<file path="src/rtl/hrsp_pkg.sv">
// Shared constants, types and character helpers for the HTTP request stream parser.
package hrsp_pkg;

  localparam int unsigned PhW = 5;
  localparam int unsigned TagW = 4;
  localparam int unsigned StatW = 2;
  localparam int unsigned PosW = 4;

  localparam logic [PhW-1:0] PH_START        = 5'd0;
  localparam logic [PhW-1:0] PH_METHOD       = 5'd1;
  localparam logic [PhW-1:0] PH_BEFORE_URL   = 5'd2;
  localparam logic [PhW-1:0] PH_URL          = 5'd3;
  localparam logic [PhW-1:0] PH_BEFORE_PKEY  = 5'd4;
  localparam logic [PhW-1:0] PH_PKEY         = 5'd5;
  localparam logic [PhW-1:0] PH_BEFORE_PVAL  = 5'd6;
  localparam logic [PhW-1:0] PH_PVAL         = 5'd7;
  localparam logic [PhW-1:0] PH_BEFORE_PROTO = 5'd8;
  localparam logic [PhW-1:0] PH_PROTO        = 5'd9;
  localparam logic [PhW-1:0] PH_BEFORE_VER   = 5'd10;
  localparam logic [PhW-1:0] PH_VER          = 5'd11;
  localparam logic [PhW-1:0] PH_HKEY         = 5'd12;
  localparam logic [PhW-1:0] PH_HVAL         = 5'd13;
  localparam logic [PhW-1:0] PH_GOT_CR       = 5'd14;
  localparam logic [PhW-1:0] PH_GOT_CRLF     = 5'd15;
  localparam logic [PhW-1:0] PH_GOT_CRLFCR   = 5'd16;
  localparam logic [PhW-1:0] PH_BODY         = 5'd17;
  localparam logic [PhW-1:0] PH_COMPLETE     = 5'd18;
  localparam logic [PhW-1:0] PH_INVALID      = 5'd19;

  localparam logic [TagW-1:0] TAG_NONE     = 4'd0;
  localparam logic [TagW-1:0] TAG_METHOD   = 4'd1;
  localparam logic [TagW-1:0] TAG_URL      = 4'd2;
  localparam logic [TagW-1:0] TAG_PKEY     = 4'd3;
  localparam logic [TagW-1:0] TAG_PVALUE   = 4'd4;
  localparam logic [TagW-1:0] TAG_PROTOCOL = 4'd5;
  localparam logic [TagW-1:0] TAG_VERSION  = 4'd6;
  localparam logic [TagW-1:0] TAG_HKEY     = 4'd7;
  localparam logic [TagW-1:0] TAG_HVALUE   = 4'd8;
  localparam logic [TagW-1:0] TAG_BODY     = 4'd9;

  localparam logic [StatW-1:0] ST_PARSING  = 2'd0;
  localparam logic [StatW-1:0] ST_COMPLETE = 2'd1;
  localparam logic [StatW-1:0] ST_INVALID  = 2'd2;

  localparam logic [PosW-1:0] NAME_LEN = 4'd14;

  localparam logic [7:0] CH_CR    = 8'h0D;
  localparam logic [7:0] CH_LF    = 8'h0A;
  localparam logic [7:0] CH_SPACE = 8'h20;
  localparam logic [7:0] CH_TAB   = 8'h09;
  localparam logic [7:0] CH_SLASH = 8'h2F;
  localparam logic [7:0] CH_QUEST = 8'h3F;
  localparam logic [7:0] CH_EQUAL = 8'h3D;
  localparam logic [7:0] CH_AMP   = 8'h26;
  localparam logic [7:0] CH_COLON = 8'h3A;
  localparam logic [7:0] CH_DOT   = 8'h2E;
  localparam logic [7:0] CH_ZERO  = 8'h30;

  typedef struct packed {
    logic [7:0]       out_byte;
    logic             in_field;
    logic [TagW-1:0]  field_tag;
    logic             field_close;
    logic [TagW-1:0]  closed_tag;
    logic [StatW-1:0] status;
  } res_t;

  function automatic logic [7:0] name_char(input logic [PosW-1:0] pos);
    logic [7:0] ch;
    case (pos)
      4'd0:    ch = 8'h43;  // C
      4'd1:    ch = 8'h6F;  // o
      4'd2:    ch = 8'h6E;  // n
      4'd3:    ch = 8'h74;  // t
      4'd4:    ch = 8'h65;  // e
      4'd5:    ch = 8'h6E;  // n
      4'd6:    ch = 8'h74;  // t
      4'd7:    ch = 8'h2D;  // -
      4'd8:    ch = 8'h4C;  // L
      4'd9:    ch = 8'h65;  // e
      4'd10:   ch = 8'h6E;  // n
      4'd11:   ch = 8'h67;  // g
      4'd12:   ch = 8'h74;  // t
      4'd13:   ch = 8'h68;  // h
      default: ch = 8'h00;
    endcase
    return ch;
  endfunction

  function automatic logic is_blank(input logic [7:0] c);
    return (c == CH_SPACE) || (c == CH_TAB);
  endfunction

  function automatic logic is_upper(input logic [7:0] c);
    return (c >= 8'h41) && (c <= 8'h5A);
  endfunction

  function automatic logic is_digit(input logic [7:0] c);
    return (c >= 8'h30) && (c <= 8'h39);
  endfunction

endpackage

</file>
<file path="src/rtl/hrsp_fsm.sv">
// Parser state machine with header name matcher and length tracking.
module hrsp_fsm (
  input  logic                 clk_i,
  input  logic                 rst_ni,
  input  logic                 push_i,
  input  logic                 kind_i,
  input  logic [7:0]           data_byte_i,
  input  logic                 last_byte_i,
  output hrsp_pkg::res_t       res_o
);

  logic [hrsp_pkg::PhW-1:0]  phase_q, phase_d;
  logic [hrsp_pkg::PosW-1:0] pos_q, pos_d;
  logic alive_q, alive_d;
  logic seen_q, seen_d;
  logic nonzero_q, nonzero_d;
  logic digits_q, digits_d;
  logic skip_q, skip_d;

  logic                      cont, close;
  logic [hrsp_pkg::TagW-1:0] tag, ctag;
  logic                      match_ok, first_ok, matched;
  logic [7:0]                c;

  assign c        = data_byte_i;
  assign match_ok = alive_q && (pos_q < hrsp_pkg::NAME_LEN) &&
                    (c == hrsp_pkg::name_char(pos_q));
  assign first_ok = (c == hrsp_pkg::name_char('0));
  assign matched  = alive_q && (pos_q == hrsp_pkg::NAME_LEN);

  always_comb begin
    phase_d   = phase_q;
    pos_d     = pos_q;
    alive_d   = alive_q;
    seen_d    = seen_q;
    nonzero_d = nonzero_q;
    digits_d  = digits_q;
    skip_d    = skip_q;
    cont      = 1'b0;
    close     = 1'b0;
    tag       = hrsp_pkg::TAG_NONE;
    ctag      = hrsp_pkg::TAG_NONE;
    if (kind_i) begin
      phase_d   = hrsp_pkg::PH_START;
      pos_d     = '0;
      alive_d   = 1'b1;
      seen_d    = 1'b0;
      nonzero_d = 1'b0;
      digits_d  = 1'b1;
      skip_d    = 1'b0;
    end else begin
      case (phase_q)
        hrsp_pkg::PH_START: begin
          if (c == hrsp_pkg::CH_CR || c == hrsp_pkg::CH_LF || hrsp_pkg::is_blank(c)) begin
            phase_d = hrsp_pkg::PH_START;
          end else if (hrsp_pkg::is_upper(c)) begin
            phase_d = hrsp_pkg::PH_METHOD;
            cont    = 1'b1;
            tag     = hrsp_pkg::TAG_METHOD;
          end else begin
            phase_d = hrsp_pkg::PH_INVALID;
          end
        end
        hrsp_pkg::PH_METHOD: begin
          if (hrsp_pkg::is_upper(c)) begin
            cont = 1'b1;
            tag  = hrsp_pkg::TAG_METHOD;
          end else if (hrsp_pkg::is_blank(c)) begin
            close   = 1'b1;
            ctag    = hrsp_pkg::TAG_METHOD;
            phase_d = hrsp_pkg::PH_BEFORE_URL;
          end else begin
            phase_d = hrsp_pkg::PH_INVALID;
          end
        end
        hrsp_pkg::PH_BEFORE_URL: begin
          if (c == hrsp_pkg::CH_SLASH) begin
            phase_d = hrsp_pkg::PH_URL;
            cont    = 1'b1;
            tag     = hrsp_pkg::TAG_URL;
          end else if (!hrsp_pkg::is_blank(c)) begin
            phase_d = hrsp_pkg::PH_INVALID;
          end
        end
        hrsp_pkg::PH_URL: begin
          if (c == hrsp_pkg::CH_QUEST) begin
            close   = 1'b1;
            ctag    = hrsp_pkg::TAG_URL;
            phase_d = hrsp_pkg::PH_BEFORE_PKEY;
          end else if (hrsp_pkg::is_blank(c)) begin
            close   = 1'b1;
            ctag    = hrsp_pkg::TAG_URL;
            phase_d = hrsp_pkg::PH_BEFORE_PROTO;
          end else begin
            cont = 1'b1;
            tag  = hrsp_pkg::TAG_URL;
          end
        end
        hrsp_pkg::PH_BEFORE_PKEY: begin
          if (hrsp_pkg::is_blank(c) || c == hrsp_pkg::CH_CR || c == hrsp_pkg::CH_LF) begin
            phase_d = hrsp_pkg::PH_INVALID;
          end else begin
            phase_d = hrsp_pkg::PH_PKEY;
            cont    = 1'b1;
            tag     = hrsp_pkg::TAG_PKEY;
          end
        end
        hrsp_pkg::PH_PKEY: begin
          if (c == hrsp_pkg::CH_EQUAL) begin
            close   = 1'b1;
            ctag    = hrsp_pkg::TAG_PKEY;
            phase_d = hrsp_pkg::PH_BEFORE_PVAL;
          end else if (hrsp_pkg::is_blank(c)) begin
            phase_d = hrsp_pkg::PH_INVALID;
          end else begin
            cont = 1'b1;
            tag  = hrsp_pkg::TAG_PKEY;
          end
        end
        hrsp_pkg::PH_BEFORE_PVAL: begin
          if (hrsp_pkg::is_blank(c) || c == hrsp_pkg::CH_CR || c == hrsp_pkg::CH_LF) begin
            phase_d = hrsp_pkg::PH_INVALID;
          end else begin
            phase_d = hrsp_pkg::PH_PVAL;
            cont    = 1'b1;
            tag     = hrsp_pkg::TAG_PVALUE;
          end
        end
        hrsp_pkg::PH_PVAL: begin
          if (c == hrsp_pkg::CH_AMP) begin
            close   = 1'b1;
            ctag    = hrsp_pkg::TAG_PVALUE;
            phase_d = hrsp_pkg::PH_BEFORE_PKEY;
          end else if (hrsp_pkg::is_blank(c)) begin
            close   = 1'b1;
            ctag    = hrsp_pkg::TAG_PVALUE;
            phase_d = hrsp_pkg::PH_BEFORE_PROTO;
          end else begin
            cont = 1'b1;
            tag  = hrsp_pkg::TAG_PVALUE;
          end
        end
        hrsp_pkg::PH_BEFORE_PROTO: begin
          if (!hrsp_pkg::is_blank(c)) begin
            phase_d = hrsp_pkg::PH_PROTO;
            cont    = 1'b1;
            tag     = hrsp_pkg::TAG_PROTOCOL;
          end
        end
        hrsp_pkg::PH_PROTO: begin
          if (c == hrsp_pkg::CH_SLASH) begin
            close   = 1'b1;
            ctag    = hrsp_pkg::TAG_PROTOCOL;
            phase_d = hrsp_pkg::PH_BEFORE_VER;
          end else begin
            cont = 1'b1;
            tag  = hrsp_pkg::TAG_PROTOCOL;
          end
        end
        hrsp_pkg::PH_BEFORE_VER: begin
          if (hrsp_pkg::is_digit(c)) begin
            phase_d = hrsp_pkg::PH_VER;
            cont    = 1'b1;
            tag     = hrsp_pkg::TAG_VERSION;
          end else begin
            phase_d = hrsp_pkg::PH_INVALID;
          end
        end
        hrsp_pkg::PH_VER: begin
          if (c == hrsp_pkg::CH_CR) begin
            close   = 1'b1;
            ctag    = hrsp_pkg::TAG_VERSION;
            phase_d = hrsp_pkg::PH_GOT_CR;
          end else if (hrsp_pkg::is_digit(c) || c == hrsp_pkg::CH_DOT) begin
            cont = 1'b1;
            tag  = hrsp_pkg::TAG_VERSION;
          end else begin
            phase_d = hrsp_pkg::PH_INVALID;
          end
        end
        hrsp_pkg::PH_GOT_CR: begin
          phase_d = (c == hrsp_pkg::CH_LF) ? hrsp_pkg::PH_GOT_CRLF : hrsp_pkg::PH_INVALID;
        end
        hrsp_pkg::PH_GOT_CRLF: begin
          if (c == hrsp_pkg::CH_CR) begin
            phase_d = hrsp_pkg::PH_GOT_CRLFCR;
          end else if (hrsp_pkg::is_blank(c)) begin
            phase_d = hrsp_pkg::PH_INVALID;
          end else begin
            phase_d = hrsp_pkg::PH_HKEY;
            cont    = 1'b1;
            tag     = hrsp_pkg::TAG_HKEY;
            pos_d   = first_ok ? hrsp_pkg::PosW'(1) : '0;
            alive_d = first_ok;
          end
        end
        hrsp_pkg::PH_HKEY: begin
          if (c == hrsp_pkg::CH_COLON) begin
            close   = 1'b1;
            ctag    = hrsp_pkg::TAG_HKEY;
            phase_d = hrsp_pkg::PH_HVAL;
            skip_d  = 1'b1;
            if (matched) begin
              seen_d    = 1'b1;
              nonzero_d = 1'b0;
              digits_d  = 1'b1;
            end
          end else begin
            cont = 1'b1;
            tag  = hrsp_pkg::TAG_HKEY;
            if (match_ok) begin
              pos_d = pos_q + hrsp_pkg::PosW'(1);
            end else begin
              alive_d = 1'b0;
            end
          end
        end
        hrsp_pkg::PH_HVAL: begin
          if (c == hrsp_pkg::CH_CR) begin
            close   = 1'b1;
            ctag    = hrsp_pkg::TAG_HVALUE;
            phase_d = hrsp_pkg::PH_GOT_CR;
            skip_d  = 1'b0;
          end else if (!(skip_q && hrsp_pkg::is_blank(c))) begin
            skip_d = 1'b0;
            cont   = 1'b1;
            tag    = hrsp_pkg::TAG_HVALUE;
            if (matched && digits_q) begin
              if (!hrsp_pkg::is_digit(c)) begin
                digits_d = 1'b0;
              end else if (c != hrsp_pkg::CH_ZERO) begin
                nonzero_d = 1'b1;
              end
            end
          end
        end
        hrsp_pkg::PH_GOT_CRLFCR: begin
          if (c != hrsp_pkg::CH_LF) begin
            phase_d = hrsp_pkg::PH_INVALID;
          end else if (last_byte_i || (seen_q && !nonzero_q)) begin
            phase_d = hrsp_pkg::PH_COMPLETE;
          end else begin
            phase_d = hrsp_pkg::PH_BODY;
          end
        end
        hrsp_pkg::PH_BODY: begin
          cont = 1'b1;
          tag  = hrsp_pkg::TAG_BODY;
          if (last_byte_i) begin
            close   = 1'b1;
            ctag    = hrsp_pkg::TAG_BODY;
            phase_d = hrsp_pkg::PH_COMPLETE;
          end
        end
        hrsp_pkg::PH_COMPLETE, hrsp_pkg::PH_INVALID: begin
          phase_d = phase_q;
        end
        default: begin
          phase_d = hrsp_pkg::PH_INVALID;
        end
      endcase
    end
  end

  always_comb begin
    res_o.out_byte    = c;
    res_o.in_field    = cont;
    res_o.field_tag   = tag;
    res_o.field_close = close;
    res_o.closed_tag  = ctag;
    if (phase_d == hrsp_pkg::PH_COMPLETE) begin
      res_o.status = hrsp_pkg::ST_COMPLETE;
    end else if (phase_d == hrsp_pkg::PH_INVALID) begin
      res_o.status = hrsp_pkg::ST_INVALID;
    end else begin
      res_o.status = hrsp_pkg::ST_PARSING;
    end
  end

  always_ff @(posedge clk_i or negedge rst_ni) begin
    if (!rst_ni) begin
      phase_q   <= hrsp_pkg::PH_START;
      pos_q     <= '0;
      alive_q   <= 1'b1;
      seen_q    <= 1'b0;
      nonzero_q <= 1'b0;
      digits_q  <= 1'b1;
      skip_q    <= 1'b0;
    end else if (push_i) begin
      phase_q   <= phase_d;
      pos_q     <= pos_d;
      alive_q   <= alive_d;
      seen_q    <= seen_d;
      nonzero_q <= nonzero_d;
      digits_q  <= digits_d;
      skip_q    <= skip_d;
    end
  end

  a_pos_range: assert property (@(posedge clk_i) disable iff (!rst_ni)
    pos_q <= hrsp_pkg::NAME_LEN)
    else $error("header match position out of range");

  a_restart: assert property (@(posedge clk_i) disable iff (!rst_ni)
    (push_i && kind_i) |=> (phase_q == hrsp_pkg::PH_START && !seen_q))
    else $error("restart did not return parser to start");

  a_final_hold: assert property (@(posedge clk_i) disable iff (!rst_ni)
    (push_i && !kind_i && (phase_q == hrsp_pkg::PH_COMPLETE ||
     phase_q == hrsp_pkg::PH_INVALID)) |=> (phase_q == $past(phase_q)))
    else $error("final phase left without restart");

endmodule

</file>
<file path="src/rtl/hrsp_out_buf.sv">
// Result register with skid stage between the parser and the output channel.
module hrsp_out_buf (
  input  logic           clk_i,
  input  logic           rst_ni,
  input  logic           push_i,
  input  hrsp_pkg::res_t res_i,
  output logic           ready_o,
  output logic           valid_o,
  input  logic           ready_i,
  output hrsp_pkg::res_t res_o
);

  logic           main_v_q, skid_v_q;
  hrsp_pkg::res_t main_q, skid_q;
  logic           pop;

  assign pop     = main_v_q && ready_i;
  assign ready_o = !skid_v_q;
  assign valid_o = main_v_q;
  assign res_o   = main_q;

  always_ff @(posedge clk_i or negedge rst_ni) begin
    if (!rst_ni) begin
      main_v_q <= 1'b0;
      skid_v_q <= 1'b0;
    end else if (!main_v_q || pop) begin
      if (skid_v_q) begin
        main_v_q <= 1'b1;
        skid_v_q <= 1'b0;
      end else begin
        main_v_q <= push_i;
      end
    end else if (push_i) begin
      skid_v_q <= 1'b1;
    end
  end

  always_ff @(posedge clk_i) begin
    if (!main_v_q || pop) begin
      if (skid_v_q) begin
        main_q <= skid_q;
      end else if (push_i) begin
        main_q <= res_i;
      end
    end else if (push_i) begin
      skid_q <= res_i;
    end
  end

  a_skid_implies_main: assert property (@(posedge clk_i) disable iff (!rst_ni)
    skid_v_q |-> main_v_q)
    else $error("skid entry held without a result in front");

  a_skid_drains: assert property (@(posedge clk_i) disable iff (!rst_ni)
    (skid_v_q && pop) |=> (main_v_q && !skid_v_q && main_q == $past(skid_q)))
    else $error("skid entry not moved forward on pop");

endmodule

</file>
<file path="src/rtl/http_request_stream_parser_unit.sv">
// Top level of the byte-serial HTTP request stream parser.
// Each accepted request's result is registered in the output buffer (main entry, or skid entry when stalled).
// Throughput: one request per cycle while in_ready_o is high, that is while the skid entry is free.
// A two-entry result buffer keeps input ready during an output stall until its skid entry is full.
// Reset (rst_ni low, asynchronous) puts the parser in its start state, empties the buffer.
module http_request_stream_parser_unit (
  input  logic       clk_i,
  input  logic       rst_ni,
  input  logic       in_valid_i,
  output logic       in_ready_o,
  input  logic       kind_i,
  input  logic [7:0] data_byte_i,
  input  logic       last_byte_i,
  output logic       out_valid_o,
  input  logic       out_ready_i,
  output logic [7:0] out_byte_o,
  output logic       in_field_o,
  output logic [3:0] field_tag_o,
  output logic       field_close_o,
  output logic [3:0] closed_tag_o,
  output logic [1:0] status_o
);

  logic           push;
  hrsp_pkg::res_t res_new, res_out;

  assign push = in_valid_i && in_ready_o;

  hrsp_fsm u_fsm (
    .clk_i       (clk_i),
    .rst_ni      (rst_ni),
    .push_i      (push),
    .kind_i      (kind_i),
    .data_byte_i (data_byte_i),
    .last_byte_i (last_byte_i),
    .res_o       (res_new)
  );

  hrsp_out_buf u_out_buf (
    .clk_i   (clk_i),
    .rst_ni  (rst_ni),
    .push_i  (push),
    .res_i   (res_new),
    .ready_o (in_ready_o),
    .valid_o (out_valid_o),
    .ready_i (out_ready_i),
    .res_o   (res_out)
  );

  assign out_byte_o    = res_out.out_byte;
  assign in_field_o    = res_out.in_field;
  assign field_tag_o   = res_out.field_tag;
  assign field_close_o = res_out.field_close;
  assign closed_tag_o  = res_out.closed_tag;
  assign status_o      = res_out.status;

endmodule
</file>
<file path="config.mk">
export PLATFORM = sky130hd
export DESIGN_NAME = http_request_stream_parser_unit
export DESIGN_NICKNAME = d
export VERILOG_FILES = /design/src/rtl/hrsp_pkg.sv /design/src/rtl/hrsp_fsm.sv /design/src/rtl/hrsp_out_buf.sv /design/src/rtl/http_request_stream_parser_unit.sv
export SDC_FILE = /design/constraint.sdc
export NUM_CORES = 1
export LEC_CHECK = 0
export BUFFER_PORTS_ARGS = -buffer_cell sky130_fd_sc_hd__buf_2
export CORE_MARGIN = 10
export CORE_UTILIZATION = 60
export DETAILED_ROUTE_END_ITERATION = 12
export PLACE_DENSITY_LB_ADDON = 0.25
export SLEW_MARGIN = 20
export SYNTH_ARGS = -nofsm -noshare
export SYNTH_HDL_FRONTEND = slang
export SYNTH_SLANG_ARGS = --single-unit
</file>
<file path="constraint.sdc">
create_clock -name clk_i -period 2.9 [get_ports clk_i]
set_input_delay 0 -clock clk_i [delete_from_list [all_inputs] [get_ports clk_i]]
set_output_delay 0 -clock clk_i [all_outputs]
set_load 0.02 [all_outputs]
</file>
==> out/summary.txt <==
Max Fanout on Critical Path: 18
power per cell area: 529.0 mW/mm²
Hold WS: 0.008534 ns
Simple-Gate Fraction of Synth Area: 26.97%
Worst Hold Class: input port to flip-flop
Vias/cell: 6.738
Fin Setup TNS: 0 ns
clock buffer depth: 2
Buffers on Ports: 35
complex-gate fraction of the synthesized area: 19.69%
largest family of logic cells by synthesized area: simple AND/OR/NAND/NOR gates
final setup fails: 0
cell with the most instances after synthesis: nor2_1
internal cell power: 0.001465 W
final worst slack: 0.07804 ns
Comb pwr share: 36.8%
CP Capture Type: flip-flop
YS warnings: 0
Leak Pwr: 1.721 nW
DR iter-0 viols: 491
Synth top cells by count: 53 x nor2_1, 48 x nand2_1, 40 x edfxtp_1
vias in the first global route: 3560
clk root buf: clkbuf_8
CP startpoint kind: flip-flop
Seq pwr share: 43.7%
status: finished, final reports clean
# placed instances: 538
Setup WS pre-CTS: 0.2539 ns
ant diodes: 0
row count: 29
die area: 0.01023 mm²
post-route ant nets: 0
via count: 3706
multiplexer share of the synthesized area: 5.635%
sw frac: 37.89%
asr flop ratio synth: 28.57%
Syn Area/Cell: 9.322 µm²
clk slew on worst S/H paths: 0.11 ns
Cell Area, Synth: 0.003953 mm²
fin nets: 491
Area Growth Syn to Fin: 12.82%
DRC viols: 0
Max Clk Rate: 354.4 MHz
Filler cells: 507
pin count of the biggest net entering global routing: 21
core area: 0.006386 mm²
post-CTS setup buffer count: 0
r2r setup slk: 0.08 ns
Synth cell types: 77
CP required: 2.96 ns
GRT Util Overall: 22.61%
max-slew violation count: 0
Mapped Cells: 424
top cell type's share of synthesized area: 30.39%
power share of the clock group: 19.5%
Clock Latency Late Sink: 0.32 ns
Net Count, Synth: 443
synth top area cells: edfxtp_1 30%, dfrtp_1 8.9%, mux2_2 5.1%, nor2_1 5.0%, nand2_1 4.6%
Final Cycle Share: 97.31%
Peak VDD IR: 0.4432 mV
WL final: 11520 µm
Final Non-Filler Cells: 550
post-route design area: 0.004459 mm²
predominant post-synthesis flop cell: edfxtp_1
unrepaired setup endpoints after global routing: no
Die W: 101.2 µm
DRT Pass-1 Iters: 7
DIE HEIGHT: 101.2 µm
GR Overflow Total: 0
io pins: 36
Worst Tran Pin Value: 0.8309 ns
cell taking the most area after synthesis: edfxtp_1
Slew HR: 44.61%
H-tree levels: 2
total of max-cap violations: 0
RePlAce Congestion: 1.081
Max Clock Skew: 0.01112 ns
Initial Utilization: 61.89%
post-synthesis sequential area ratio: 40.58%
adder-cell share of the synthesized area: 1.583%
first-pass GRT wire length: 18660 µm
crit path time final: 2.822 ns
mean routed wirelength per cell: 20.94 µm
Psw: 0.0008937 W
share of cells above drive strength 1: 25.58%
Post-Synth XOR/XNOR Area: 1.108%
initial antenna violation count: 0
Data arrival, critical path: 2.89 ns
Hold Fails Final Rpt: 0
DP HPWL: 8767 µm
number of buffers created by CTS: 5
Setup CP Type: flip-flop to flip-flop
flops & latches, synth: 56
CTS tree: yes
placed cell area: 0.004323 mm²
number of flops mapped to enable cells by yosys: 40
Clock Sink Count: 56
-- cells in the final DEF, fill, tap and decap left out, types with 4 or more instances in the layout --
cell type / instances
clkbuf_8: 5
mux2_2: 18
dlygate4sd3_1: 4
a31oi_1: 7
o31ai_1: 10
o22ai_1: 5
dfrtp_1: 14
edfxtp_1: 40
nand4_1: 5
ha_1: 5
nand2b_1: 9
o31a_1: 4
nor2b_1: 8
o21ai_0: 14
buf_2: 35
inv_1: 8
buf_4: 32
a21oi_1: 19
nor3_1: 9
nand3b_1: 5
a22o_1: 4
nand2_1: 48
nor3b_1: 4
nor4_1: 5
or2_2: 6
nand3_1: 9
nor2_1: 53
-- critical path, cell delays in order, from the launching register on --
cell     delay, ns
dfrtp_1       0.73
nor2_1        0.20
nand2_1       0.30
nor3_2        0.10
buf_4         0.17
a21oi_1       0.19
o211a_1       0.20
nor4b_1       0.42
buf_4         0.20
o31ai_1       0.05
-- sequential cells by signal, summed over array words and instances, names as in the netlist --
| signal | count |
|---|---|
| u_fsm.pos_q | 4 |
| u_fsm.alive_q | 1 |
| u_out_buf.skid_v_q | 1 |
| u_fsm.seen_q | 1 |
| u_fsm.nonzero_q | 1 |
| u_out_buf.res_o | 20 |
| u_out_buf.valid_o | 1 |
| u_fsm.phase_q | 5 |
| u_fsm.digits_q | 1 |
| u_out_buf.skid_q | 20 |
| u_fsm.skip_q | 1 |
-- area by class of cell --
cell class | count | area (µm²) | share of cell area [%]
Inverter | 9 | 33.78 | 0.7576
Multi-Input combinational cell | 329 | 2173 | 48.74
Sequential cell | 56 | 1604 | 35.97
Clock inverter | 3 | 27.53 | 0.6173
Clock buffer | 5 | 68.82 | 1.543
Timing Repair Buffer | 71 | 455.4 | 10.21
Tap cell | 77 | 96.34 | 2.160
-- cell families (layout without fill, tap and decap cells) --
logic type	count (synthesis)	count (layout)
XOR/XNOR	5	5
adder cells (fa/ha/maj)	5	5
AND/OR/NAND/NOR	194	194
flip-flops	56	56
multiplexers	20	20
AO/OA/AOI/OAI	105	105
buffers and inverters	39	88
-- path summary, 6_finish.rpt --
| check | from | endpoint | cells after the start |
|---|---|---|---|
| setup / recovery | u_fsm.phase_q[0]$_DFFE_PN0P_ | u_out_buf.res_o[6]$_DFFE_PP_ | 9 |
| hold / removal | out_ready_i | u_out_buf.skid_v_q$_DFFE_PN0P_ | 3 |
| setup reg to reg | u_fsm.phase_q[0]$_DFFE_PN0P_ | u_out_buf.res_o[6]$_DFFE_PP_ | 9 |
| hold reg to reg | u_fsm.alive_q$_DFFE_PN1P_ | u_fsm.alive_q$_DFFE_PN1P_ | 1 |
| max in group asynchronous | rst_ni | u_fsm.alive_q$_DFFE_PN1P_ | 2 |
| min in group asynchronous | rst_ni | u_fsm.phase_q[1]$_DFFE_PN0P_ | 2 |
-- power by group through the flow --
stage	logic [W]	clock network, W	registers [W]
4_1_cts	0.000850	0.000464	0.00103
5_1_grt	0.000944	0.000486	0.00104
6_report	0.000869	0.000459	0.00103
2_1_floorplan	0.000585	0	0.00103
3_5_place_dp	0.000842	0	0.00104
3_3_place_gp	0.000849	0	0.00104
-- timing repair --
item                      in CTS  in global routing
resized for setup              0                  0
hold endpoints to repair      20                  0
hold buffers                   4                  0
-- through the flow --
| stage | power, W | util [%] |
|---|---|---|
| 6_report | 0.002359 | 69.83 |
| 5_1_grt | 0.002473 | 69.83 |
| 4_1_cts | 0.002341 | 69.83 |
| 3_5_place_dp | 0.001887 | 67.69 |
| 3_3_place_gp | 0.001890 | 67.69 |
| 2_1_floorplan | 0.001611 | - |
-- layer usage --
metal	track usage (%)	routed length (µm)	vias up
met4	7.181	378	0
li1	-	-	1688
met1	30.18	4777	1721
met3	5.037	1214	48
met2	35.64	5149	249
met5	0	0	-
Note: power is estimated with default switching activity, not from simulation.
